**src/rtl/core/tpcl_pkg.sv**
```systemverilog
// Package for the thermal PI current limiter: shared types, register indexes,
// fault codes, reset values and arithmetic constants. No dependencies.
package tpcl_pkg;

  // Configuration register indexes
  localparam logic [3:0] CFG_HOLD_TEMP     = 4'd0;
  localparam logic [3:0] CFG_SHUTDOWN_TEMP = 4'd1;
  localparam logic [3:0] CFG_TURBO_TEMP    = 4'd2;
  localparam logic [3:0] CFG_MIN_CURRENT   = 4'd3;

  // Configuration reset values
  localparam logic [6:0]  HOLD_TEMP_RST     = 7'd53;
  localparam logic [6:0]  SHUTDOWN_TEMP_RST = 7'd75;
  localparam logic [6:0]  TURBO_TEMP_RST    = 7'd60;
  localparam logic [14:0] MIN_CURRENT_RST   = 15'd900;

  // Fault codes
  localparam logic [1:0] FAULT_CLEAR  = 2'd0;
  localparam logic [1:0] FAULT_SENSOR = 2'd1;
  localparam logic [1:0] FAULT_HOT    = 2'd2;

  // Temperature thresholds (10-bit signed working width)
  localparam logic signed [9:0] TEMP_HYST    = 10'sd10;
  localparam logic signed [9:0] CLEAR_MARGIN = 10'sd20;

  // Regulator limits
  localparam logic signed [16:0] PROT_FULL  = 17'sd18000;
  localparam logic signed [16:0] INTEG_FULL = 17'sd12000;
  localparam logic signed [16:0] INTEG_MIN  = -17'sd12000;
  localparam logic [14:0]        CUR_STEP   = 15'd6000;

  // Limit scaling: 360000 = 64 * 5625, divide by 5625 through a reciprocal
  localparam logic signed [20:0] LIMIT_SCALE = 21'sd360000;
  localparam logic [28:0]        DIV_CONST   = 29'd5625;
  localparam logic [27:0]        DIV_RECIP   = 28'd195468733;

  typedef struct packed {
    logic               limit;
    logic               block;
    logic               exit;
    logic [1:0]         fault;
    logic [14:0]        prop;
    logic signed [14:0] integ;
  } state_t;

  typedef struct packed {
    logic       limit;
    logic       block;
    logic       exit;
    logic [1:0] fault;
    logic       off;
  } flags_t;

  // Proportional gain: present current / 6000 + 1
  function automatic logic [3:0] cur_gain(input logic [14:0] cur);
    logic [3:0] g;
    g = 4'd1;
    for (int k = 1; k <= 5; k++) begin
      if (cur >= 15'(k * int'(CUR_STEP))) begin
        g = 4'(k + 1);
      end
    end
    return g;
  endfunction

endpackage

```
**src/rtl/core/tpcl_update.sv**
```systemverilog
// State update for one tick: hysteresis flags, fault latch and PI accumulators.
// Purely combinational. Depends on tpcl_pkg.
module tpcl_update (
  input  tpcl_pkg::state_t   st_i,
  input  logic signed [7:0]  temperature_i,
  input  logic               sensor_ok_i,
  input  logic               step_down_needed_i,
  input  logic [14:0]        present_current_i,
  input  logic [6:0]         hold_temp_i,
  input  logic [6:0]         shutdown_temp_i,
  input  logic [6:0]         turbo_block_temp_i,
  output tpcl_pkg::state_t   st_o,
  output logic               off_o
);

  logic signed [9:0]  t_s;
  logic signed [9:0]  hold_s;
  logic signed [9:0]  shut_s;
  logic signed [9:0]  blk_s;
  logic signed [9:0]  err;
  logic signed [13:0] pterm;
  logic signed [16:0] prop_sum;
  logic signed [16:0] integ_sum;
  logic [3:0]         gain;

  assign t_s    = 10'(temperature_i);
  assign hold_s = $signed({3'b000, hold_temp_i});
  assign shut_s = $signed({3'b000, shutdown_temp_i});
  assign blk_s  = $signed({3'b000, turbo_block_temp_i});
  assign gain   = tpcl_pkg::cur_gain(present_current_i);
  assign err    = t_s - hold_s;
  assign pterm  = err * $signed({1'b0, gain});

  always_comb begin
    st_o  = st_i;
    off_o = 1'b0;
    prop_sum  = $signed({2'b00, st_i.prop});
    integ_sum = 17'(st_i.integ) + 17'(err);
    if (err > 10'sd1 || err < -10'sd1) begin
      prop_sum = prop_sum + 17'(pterm);
    end
    if (prop_sum > tpcl_pkg::PROT_FULL) begin
      prop_sum = tpcl_pkg::PROT_FULL;
    end else if (prop_sum < 17'sd0) begin
      prop_sum = 17'sd0;
    end
    if (integ_sum > tpcl_pkg::INTEG_FULL) begin
      integ_sum = tpcl_pkg::INTEG_FULL;
    end else if (integ_sum < tpcl_pkg::INTEG_MIN) begin
      integ_sum = tpcl_pkg::INTEG_MIN;
    end

    if (!sensor_ok_i) begin
      st_o.fault = tpcl_pkg::FAULT_SENSOR;
    end else begin
      if (t_s > shut_s - tpcl_pkg::TEMP_HYST) begin
        st_o.exit = 1'b1;
      end
      if (t_s > blk_s) begin
        st_o.block = 1'b1;
      end else if (t_s < blk_s - tpcl_pkg::TEMP_HYST) begin
        st_o.block = 1'b0;
      end
      if (st_o.exit && !st_o.block) begin
        st_o.exit = 1'b0;
      end

      if (t_s > shut_s) begin
        // overheat: latch unless a sensor fault holds, freeze the regulator
        if (st_i.fault != tpcl_pkg::FAULT_SENSOR) begin
          st_o.fault = tpcl_pkg::FAULT_HOT;
        end
      end else begin
        if (t_s < shut_s - tpcl_pkg::CLEAR_MARGIN &&
            st_i.fault == tpcl_pkg::FAULT_HOT) begin
          st_o.fault = tpcl_pkg::FAULT_CLEAR;
          off_o      = 1'b1;
        end
        if (!step_down_needed_i) begin
          st_o.limit = 1'b0;
        end else if (t_s > hold_s) begin
          st_o.limit = 1'b1;
        end else if (t_s < hold_s - tpcl_pkg::TEMP_HYST) begin
          st_o.limit = 1'b0;
        end
        if (!st_o.limit) begin
          st_o.prop  = '0;
          st_o.integ = '0;
        end else if (present_current_i != '0) begin
          st_o.prop  = 15'(prop_sum);
          st_o.integ = 15'(integ_sum);
        end
      end
    end
  end

endmodule

```
**src/rtl/core/thermal_pi_current_limiter_core.sv**
```systemverilog
// Top level of the thermal PI current limiter: input register, state update,
// pipelined limit scaling and result register. Depends on tpcl_pkg, tpcl_update.
//
//   channel | handshake                  | payload
//   --------+----------------------------+-----------------------------------------
//   input   | in_valid_i / in_ready_o    | temperature, sensor_ok, step_down_needed,
//           |                            | present_current, request_current
//   result  | out_valid_o / out_ready_i  | limited_current, limit_active,
//           |                            | turbo_blocked, turbo_force_exit,
//           |                            | fault_code, request_off
//   config  | cfg_valid_i / cfg_ready_o  | cfg_index_i, cfg_data_i
//
// One item per cycle sustained while the output is not stalled; the rate is set
// by the state recurrence, which closes in the update stage; the scaling runs
// behind it in five further stages.
// Reset clears the regulator state, loads register defaults and empties the pipe.
// A stalled result holds; bubbles collapse, so input is refused only when every
// stage is full behind a stalled output.
module thermal_pi_current_limiter_core (
  input  logic               clk_i,
  input  logic               rst_ni,
  // configuration
  input  logic               cfg_valid_i,
  output logic               cfg_ready_o,
  input  logic [3:0]         cfg_index_i,
  input  logic [14:0]        cfg_data_i,
  // input items
  input  logic               in_valid_i,
  output logic               in_ready_o,
  input  logic signed [7:0]  temperature_i,
  input  logic               sensor_ok_i,
  input  logic               step_down_needed_i,
  input  logic [14:0]        present_current_i,
  input  logic signed [15:0] request_current_i,
  // result items
  output logic               out_valid_o,
  input  logic               out_ready_i,
  output logic signed [15:0] limited_current_o,
  output logic               limit_active_o,
  output logic               turbo_blocked_o,
  output logic               turbo_force_exit_o,
  output logic [1:0]         fault_code_o,
  output logic               request_off_o
);

  // stage 0 input register ... stage 6 result register
  localparam int NST = 7;

  // ---------------------------------------------------------------------------
  // Configuration registers
  // ---------------------------------------------------------------------------
  logic [6:0]  hold_temp_q, shutdown_temp_q, turbo_temp_q;
  logic [14:0] min_current_q;

  assign cfg_ready_o = 1'b1;

  always_ff @(posedge clk_i or negedge rst_ni) begin
    if (!rst_ni) begin
      hold_temp_q     <= tpcl_pkg::HOLD_TEMP_RST;
      shutdown_temp_q <= tpcl_pkg::SHUTDOWN_TEMP_RST;
      turbo_temp_q    <= tpcl_pkg::TURBO_TEMP_RST;
      min_current_q   <= tpcl_pkg::MIN_CURRENT_RST;
    end else if (cfg_valid_i) begin
      case (cfg_index_i)
        tpcl_pkg::CFG_HOLD_TEMP:     hold_temp_q     <= cfg_data_i[6:0];
        tpcl_pkg::CFG_SHUTDOWN_TEMP: shutdown_temp_q <= cfg_data_i[6:0];
        tpcl_pkg::CFG_TURBO_TEMP:    turbo_temp_q    <= cfg_data_i[6:0];
        tpcl_pkg::CFG_MIN_CURRENT:   min_current_q   <= cfg_data_i;
        default: ; // drop writes beyond the register list
      endcase
    end
  end

  // ---------------------------------------------------------------------------
  // Pipeline control: stage k passes its item on when the next stage is free
  // or passing its own on.
  // ---------------------------------------------------------------------------
  logic [NST-1:0] vld_q, vld_d, go;
  logic           in_acc;

  always_comb begin
    go[NST-1] = vld_q[NST-1] && out_ready_i;
    for (int k = NST - 2; k >= 0; k--) begin
      go[k] = vld_q[k] && (!vld_q[k+1] || go[k+1]);
    end
  end

  assign in_ready_o = !vld_q[0] || go[0];
  assign in_acc     = in_valid_i && in_ready_o;

  always_comb begin
    vld_d[0] = in_acc || (vld_q[0] && !go[0]);
    for (int k = 1; k < NST; k++) begin
      vld_d[k] = go[k-1] || (vld_q[k] && !go[k]);
    end
  end

  always_ff @(posedge clk_i or negedge rst_ni) begin
    if (!rst_ni) begin
      vld_q <= '0;
    end else begin
      vld_q <= vld_d;
    end
  end

  // ---------------------------------------------------------------------------
  // Stage 0: input register
  // ---------------------------------------------------------------------------
  logic signed [7:0]  t0_q;
  logic               ok0_q, step0_q;
  logic [14:0]        cur0_q;
  logic signed [15:0] req0_q;

  always_ff @(posedge clk_i) begin
    if (in_acc) begin
      t0_q    <= temperature_i;
      ok0_q   <= sensor_ok_i;
      step0_q <= step_down_needed_i;
      cur0_q  <= present_current_i;
      req0_q  <= request_current_i;
    end
  end

  // ---------------------------------------------------------------------------
  // Regulator state: advance once per item as it leaves stage 0
  // ---------------------------------------------------------------------------
  tpcl_pkg::state_t st_q, st_d;
  logic             off_d;

  tpcl_update u_update (
    .st_i               (st_q),
    .temperature_i      (t0_q),
    .sensor_ok_i        (ok0_q),
    .step_down_needed_i (step0_q),
    .present_current_i  (cur0_q),
    .hold_temp_i        (hold_temp_q),
    .shutdown_temp_i    (shutdown_temp_q),
    .turbo_block_temp_i (turbo_temp_q),
    .st_o               (st_d),
    .off_o              (off_d)
  );

  always_ff @(posedge clk_i or negedge rst_ni) begin
    if (!rst_ni) begin
      st_q <= '0;
    end else if (go[0]) begin
      st_q <= st_d;
    end
  end

  // ---------------------------------------------------------------------------
  // Stage 1: updated state and request
  // ---------------------------------------------------------------------------
  tpcl_pkg::flags_t   flg1_q;
  logic [14:0]        p1_q;
  logic signed [14:0] i1_q;
  logic signed [15:0] req1_q;

  always_ff @(posedge clk_i) begin
    if (go[0]) begin
      flg1_q <= '{limit: st_d.limit, block: st_d.block, exit: st_d.exit,
                  fault: st_d.fault, off: off_d};
      p1_q   <= st_d.prop;
      i1_q   <= st_d.integ;
      req1_q <= req0_q;
    end
  end

  // ---------------------------------------------------------------------------
  // Stage 2: pass-through decision, remaining share and span above minimum
  // ---------------------------------------------------------------------------
  logic signed [16:0] req_w, mn_w, diff_w;
  logic signed [20:0] x_raw, x_cl;
  logic               byp2_d, byp2_q;
  logic signed [15:0] bval2_d, bval2_q;
  tpcl_pkg::flags_t   flg2_q;
  logic [14:0]        diff2_q;
  logic [18:0]        y2_q;

  assign req_w  = 17'(req1_q);
  assign mn_w   = $signed({2'b00, min_current_q});
  assign diff_w = req_w - mn_w;
  assign x_raw  = $signed({6'b0, p1_q}) * 21'sd20 + 21'(i1_q) * 21'sd3;

  always_comb begin
    if (x_raw < 21'sd0) begin
      x_cl = 21'sd0;
    end else if (x_raw > tpcl_pkg::LIMIT_SCALE) begin
      x_cl = tpcl_pkg::LIMIT_SCALE;
    end else begin
      x_cl = x_raw;
    end
    // pass the request when idle or non-positive, floor it at the minimum
    if (!flg1_q.limit || req1_q <= 16'sd0) begin
      byp2_d  = 1'b1;
      bval2_d = req1_q;
    end else begin
      byp2_d  = req_w < mn_w;
      bval2_d = $signed({1'b0, min_current_q});
    end
  end

  always_ff @(posedge clk_i) begin
    if (go[1]) begin
      flg2_q  <= flg1_q;
      byp2_q  <= byp2_d;
      bval2_q <= bval2_d;
      diff2_q <= 15'(diff_w);
      y2_q    <= 19'(tpcl_pkg::LIMIT_SCALE - x_cl);
    end
  end

  // ---------------------------------------------------------------------------
  // Stage 3: span times remaining share
  // ---------------------------------------------------------------------------
  tpcl_pkg::flags_t   flg3_q;
  logic               byp3_q;
  logic signed [15:0] bval3_q;
  logic [33:0]        prod3_q;

  always_ff @(posedge clk_i) begin
    if (go[2]) begin
      flg3_q  <= flg2_q;
      byp3_q  <= byp2_q;
      bval3_q <= bval2_q;
      prod3_q <= 34'(diff2_q) * 34'(y2_q);
    end
  end

  // ---------------------------------------------------------------------------
  // Stage 4: drop the power-of-two factor, multiply by the reciprocal of 5625
  // ---------------------------------------------------------------------------
  tpcl_pkg::flags_t   flg4_q;
  logic               byp4_q;
  logic signed [15:0] bval4_q;
  logic [27:0]        n4_q;
  logic [55:0]        p4_q;

  always_ff @(posedge clk_i) begin
    if (go[3]) begin
      flg4_q  <= flg3_q;
      byp4_q  <= byp3_q;
      bval4_q <= bval3_q;
      n4_q    <= prod3_q[33:6];
      p4_q    <= 56'(prod3_q[33:6]) * 56'(tpcl_pkg::DIV_RECIP);
    end
  end

  // ---------------------------------------------------------------------------
  // Stage 5: quotient estimate (exact or one short) and its back product
  // ---------------------------------------------------------------------------
  tpcl_pkg::flags_t   flg5_q;
  logic               byp5_q;
  logic signed [15:0] bval5_q;
  logic [27:0]        n5_q;
  logic [15:0]        q5_q;
  logic [28:0]        qd5_q;

  always_ff @(posedge clk_i) begin
    if (go[4]) begin
      flg5_q  <= flg4_q;
      byp5_q  <= byp4_q;
      bval5_q <= bval4_q;
      n5_q    <= n4_q;
      q5_q    <= p4_q[55:40];
      qd5_q   <= 29'(p4_q[55:40]) * tpcl_pkg::DIV_CONST;
    end
  end

  // ---------------------------------------------------------------------------
  // Stage 6: correct the quotient, add the minimum, result register
  // ---------------------------------------------------------------------------
  logic               q_inc;
  logic [15:0]        lim_scaled;
  logic signed [15:0] lim_q;
  tpcl_pkg::flags_t   flg6_q;

  assign q_inc      = 30'(n5_q) >= (30'(qd5_q) + 30'(tpcl_pkg::DIV_CONST));
  assign lim_scaled = {1'b0, min_current_q} + q5_q + 16'(q_inc);

  always_ff @(posedge clk_i) begin
    if (go[5]) begin
      flg6_q <= flg5_q;
      lim_q  <= byp5_q ? bval5_q : $signed(lim_scaled);
    end
  end

  assign out_valid_o        = vld_q[NST-1];
  assign limited_current_o  = lim_q;
  assign limit_active_o     = flg6_q.limit;
  assign turbo_blocked_o    = flg6_q.block;
  assign turbo_force_exit_o = flg6_q.exit;
  assign fault_code_o       = flg6_q.fault;
  assign request_off_o      = flg6_q.off;

endmodule

```
**config.mk**
```make
export PLATFORM = sky130hd
export DESIGN_NAME = thermal_pi_current_limiter_core
export DESIGN_NICKNAME = d
export VERILOG_FILES = /design/src/rtl/core/tpcl_pkg.sv /design/src/rtl/core/tpcl_update.sv /design/src/rtl/core/thermal_pi_current_limiter_core.sv
export SDC_FILE = /design/constraint.sdc
export NUM_CORES = 2
export LEC_CHECK = 0
export BUFFER_PORTS_ARGS = -buffer_cell sky130_fd_sc_hd__buf_4
export CORE_ASPECT_RATIO = 0.7
export CORE_MARGIN = 10
export CORE_UTILIZATION = 30
export CTS_CLUSTER_SIZE = 14
export DETAILED_ROUTE_END_ITERATION = 7
export GPL_TIMING_DRIVEN = 0
export PLACE_DENSITY = 0.47
export SLEW_MARGIN = 5
export SYNTH_ARGS = -nofsm -noshare
export SYNTH_HDL_FRONTEND = slang
export SYNTH_SLANG_ARGS = --single-unit
```
**constraint.sdc**
```tcl
create_clock -name clk_i -period 9.8 [get_ports clk_i]
set_clock_uncertainty 0.1 [all_clocks]
set_input_delay 1.96 -clock clk_i [delete_from_list [all_inputs] [get_ports clk_i]]
set_output_delay 1.96 -clock clk_i [all_outputs]
set_load 0.01 [all_outputs]
```
==> flow_metrics.env <==
export IMPL_ys_async_sr_fraction_pct=16.9
export IMPL_tns_ns=0
export IMPL_avgRoutedWirePerCell_um=18.9
export IMPL_status="finished clean"
export IMPL_rows=129
export IMPL_io_buffers=88
export IMPL_syn2layout_area_growth_pct=11.0
export IMPL_rsz0062_at_grt="no"
export IMPL_die_area_mm2=0.195
export IMPL_grt_ovfl_total=0
export IMPL_synth_distinct_cells=98
export IMPL_synth_edf_count=383
export IMPL_fp_coreArea_mm2=0.176
export IMPL_cpLargestDelayFamily="adder cells"
export IMPL_grt_max_degree=65
export IMPL_critPathKind="reg2reg"
export IMPL_drt_first_iter_violations=1999
export IMPL_synth_nets=6530
export IMPL_cts_tree="built"
export IMPL_setup_viol=0
export IMPL_cts_htree_levels=2
export IMPL_drive_gt1_share_pct=5.75
export IMPL_ios=90
export IMPL_grt_pass1_vias=35900
export IMPL_worstMarginPinSlew_ns=1.09
export IMPL_fin_nets=6683
export IMPL_viasPerCell=4.57
export IMPL_cts_buffers=54
export IMPL_wirelength_um=143000
export IMPL_finalHoldViolCount=0
export IMPL_cts_reportedPaths_clkPinSlew_ns=0.07
export IMPL_grt_pass1_wl_um=223000
export IMPL_start_kind="flip-flop"
export IMPL_dp_hpwl_um=119000
export IMPL_layout_commonest_cell="inv_1"
export IMPL_finalCriticalPeriod_ns=8.26
export IMPL_antenna_left=0
export IMPL_synthTopCellsByArea="fa_1, edfxtp_1, ha_1"
export IMPL_crit_fanout=8
export IMPL_gp_congestion=0.882
export IMPL_path_buf_inv=6
export IMPL_slew_headroom_pct=27.7
export IMPL_clk_path_buf_depth=3
export IMPL_cts_sinks=461
export IMPL_post_cts_buffers=0
export IMPL_fmax_mhz=121
export IMPL_drc_errors=0
export IMPL_ys_flop_type="edfxtp_1"
export IMPL_ctsHoldBuffers=0
export IMPL_cp_end_kind="flip-flop"
export IMPL_vias=34600
export IMPL_initial_core_util_pct=30.1
export IMPL_drv_cap=0
export IMPL_ys_ff_latch=461
export IMPL_synth_area_leader_cell="fa_1"
export IMPL_die_h_um=372
export IMPL_netlist_area_mm2=0.0531
export IMPL_arrival_ns=8.56
export IMPL_ys_seq_area_share_pct=25.4
export IMPL_synth_top_area_share_pct=28.4
export IMPL_dr_pass1_iters=5
export IMPL_die_x_um=523
export IMPL_period_share_pct=84.3
export IMPL_insertion_delay_ns=0.69
export IMPL_syn_area_per_cell_um2=10.6
export IMPL_antenna_found_initial=13
export IMPL_min_path_type="reg2reg"
export IMPL_grtUsageTotal_pct=14.9
export IMPL_worstPathRequired_ns=10.10
export IMPL_maxSlewViolCount=0
export IMPL_slowest_stage="edfxtp_1"
export IMPL_cp_slowest_stage_delay_ns=0.83
export IMPL_cts_repair_resized=0
export IMPL_yosysWarnings=0
export IMPL_synthCells=5016
export IMPL_final_cell_mix="inv_1, fa_1, ha_1"
export IMPL_clockRootBuffer="clkbuf_16"
registers in the layout, summed over array words and instances, names as in the netlist, 19 cells and up:
signal,count
n5_q,28
qd5_q,26
prod3_q,28
st_q,35
y2_q,19
n4_q,28
cells in the mapped netlist (29+ instances only):
cell and number:
a21o_1 51, o21ai_0 132, a21oi_1 116, fa_1 753
dfrtp_1 62, nand2_1 361, clkbuf_1 67, o21a_1 56
o31ai_1 29, ha_1 696, xor2_1 57, xnor2_1 105
nor2_1 168, nor2b_1 43, nor3_1 56, mux2_2 39
and2_1 135, edfxtp_1 383, nand3_1 51, inv_1 1221
area by class of cell:
type	count	area [um2]
clock buffers	64	1420
flip-flops and latches	461	13500
repair buffers	97	886
multi-input cells	3254	34800
inverters	1222	4590
plain buffers	79	329
diodes	3	7.51
clock inverters	38	517
well taps	2358	2950
fillers	17900	117000
worst register-to-register path: cells and delay by family, from the launching register on:
| kind | cells | cell delay, ns |
|---|---|---|
| adders and majority gates | 8 | 3.75 |
| DFF | 1 | 0.83 |
| buffers and inverters | 6 | 0.64 |
| AOI/OAI and AO/OA | 10 | 2.48 |
| xor gates and xnor gates | 1 | 0.15 |
stage by stage:
| step | hold WS, ns | setup WS [ns] | utilization [%] | cells | instance area (um2) |
|---|---|---|---|---|---|
| 2_1_floorplan | 0.300 | 2.96 | - | 5016 | 53100 |
| 3_3_place_gp | 0.301 | 1.22 | 32.2 | 7462 | 56700 |
| 3_5_place_dp | 0.305 | 1.43 | 32.3 | 7471 | 57000 |
| 4_1_cts | 0.281 | 1.38 | 33.4 | 7573 | 59000 |
| 5_1_grt | 0.298 | 0.986 | 33.4 | 7574 | 59000 |
| 6_report | 0.280 | 1.54 | 33.4 | 7576 | 59000 |
worst paths after layout:
| kind | from | to | slack, ns | depth (start not counted) |
|---|---|---|---|---|
| max | prod3_q[19] | p4_q[54] | 1.54 | 25 |
| min | n4_q[3] | n5_q[3] | 0.28 | 0 |
| max reg2reg | prod3_q[19] | p4_q[54] | 1.54 | 25 |
| min reg2reg | n4_q[3] | n5_q[3] | 0.28 | 0 |
| max in group asynchronous | rst_ni | turbo_temp_q[2] | 7.65 | 2 |
| min in group asynchronous | rst_ni | min_current_q[10] | 1.11 | 1 |
metal layers:
layer | GRT usage, % | wire length, um | up-vias
met5 | 0 | 0 | -
met4 | 2.34 | 1980 | 0
met2 | 20.4 | 55500 | 718
met1 | 23.7 | 76000 | 17300
met3 | 3.65 | 9650 | 95
li1 | - | - | 16500
kinds of logic after synthesis:
| kind of cell | Yosys count | synth area share [%] |
|---|---|---|
| AO/OA/AOI/OAI | 622 | 8.06 |
| XOR/XNOR | 164 | 2.73 |
| adder cells (fa/ha/maj) | 1449 | 44.8 |
| buffers and inverters | 1301 | 9.24 |
| flip-flops | 461 | 25.4 |
| multiplexers | 50 | 1.03 |
| other | 1 | 0.00706 |
| AND/OR/NAND/NOR | 968 | 8.81 |
Power is not shown: default switching activity piles up to over one toggle a cycle in this logic, so the estimate is an artifact.
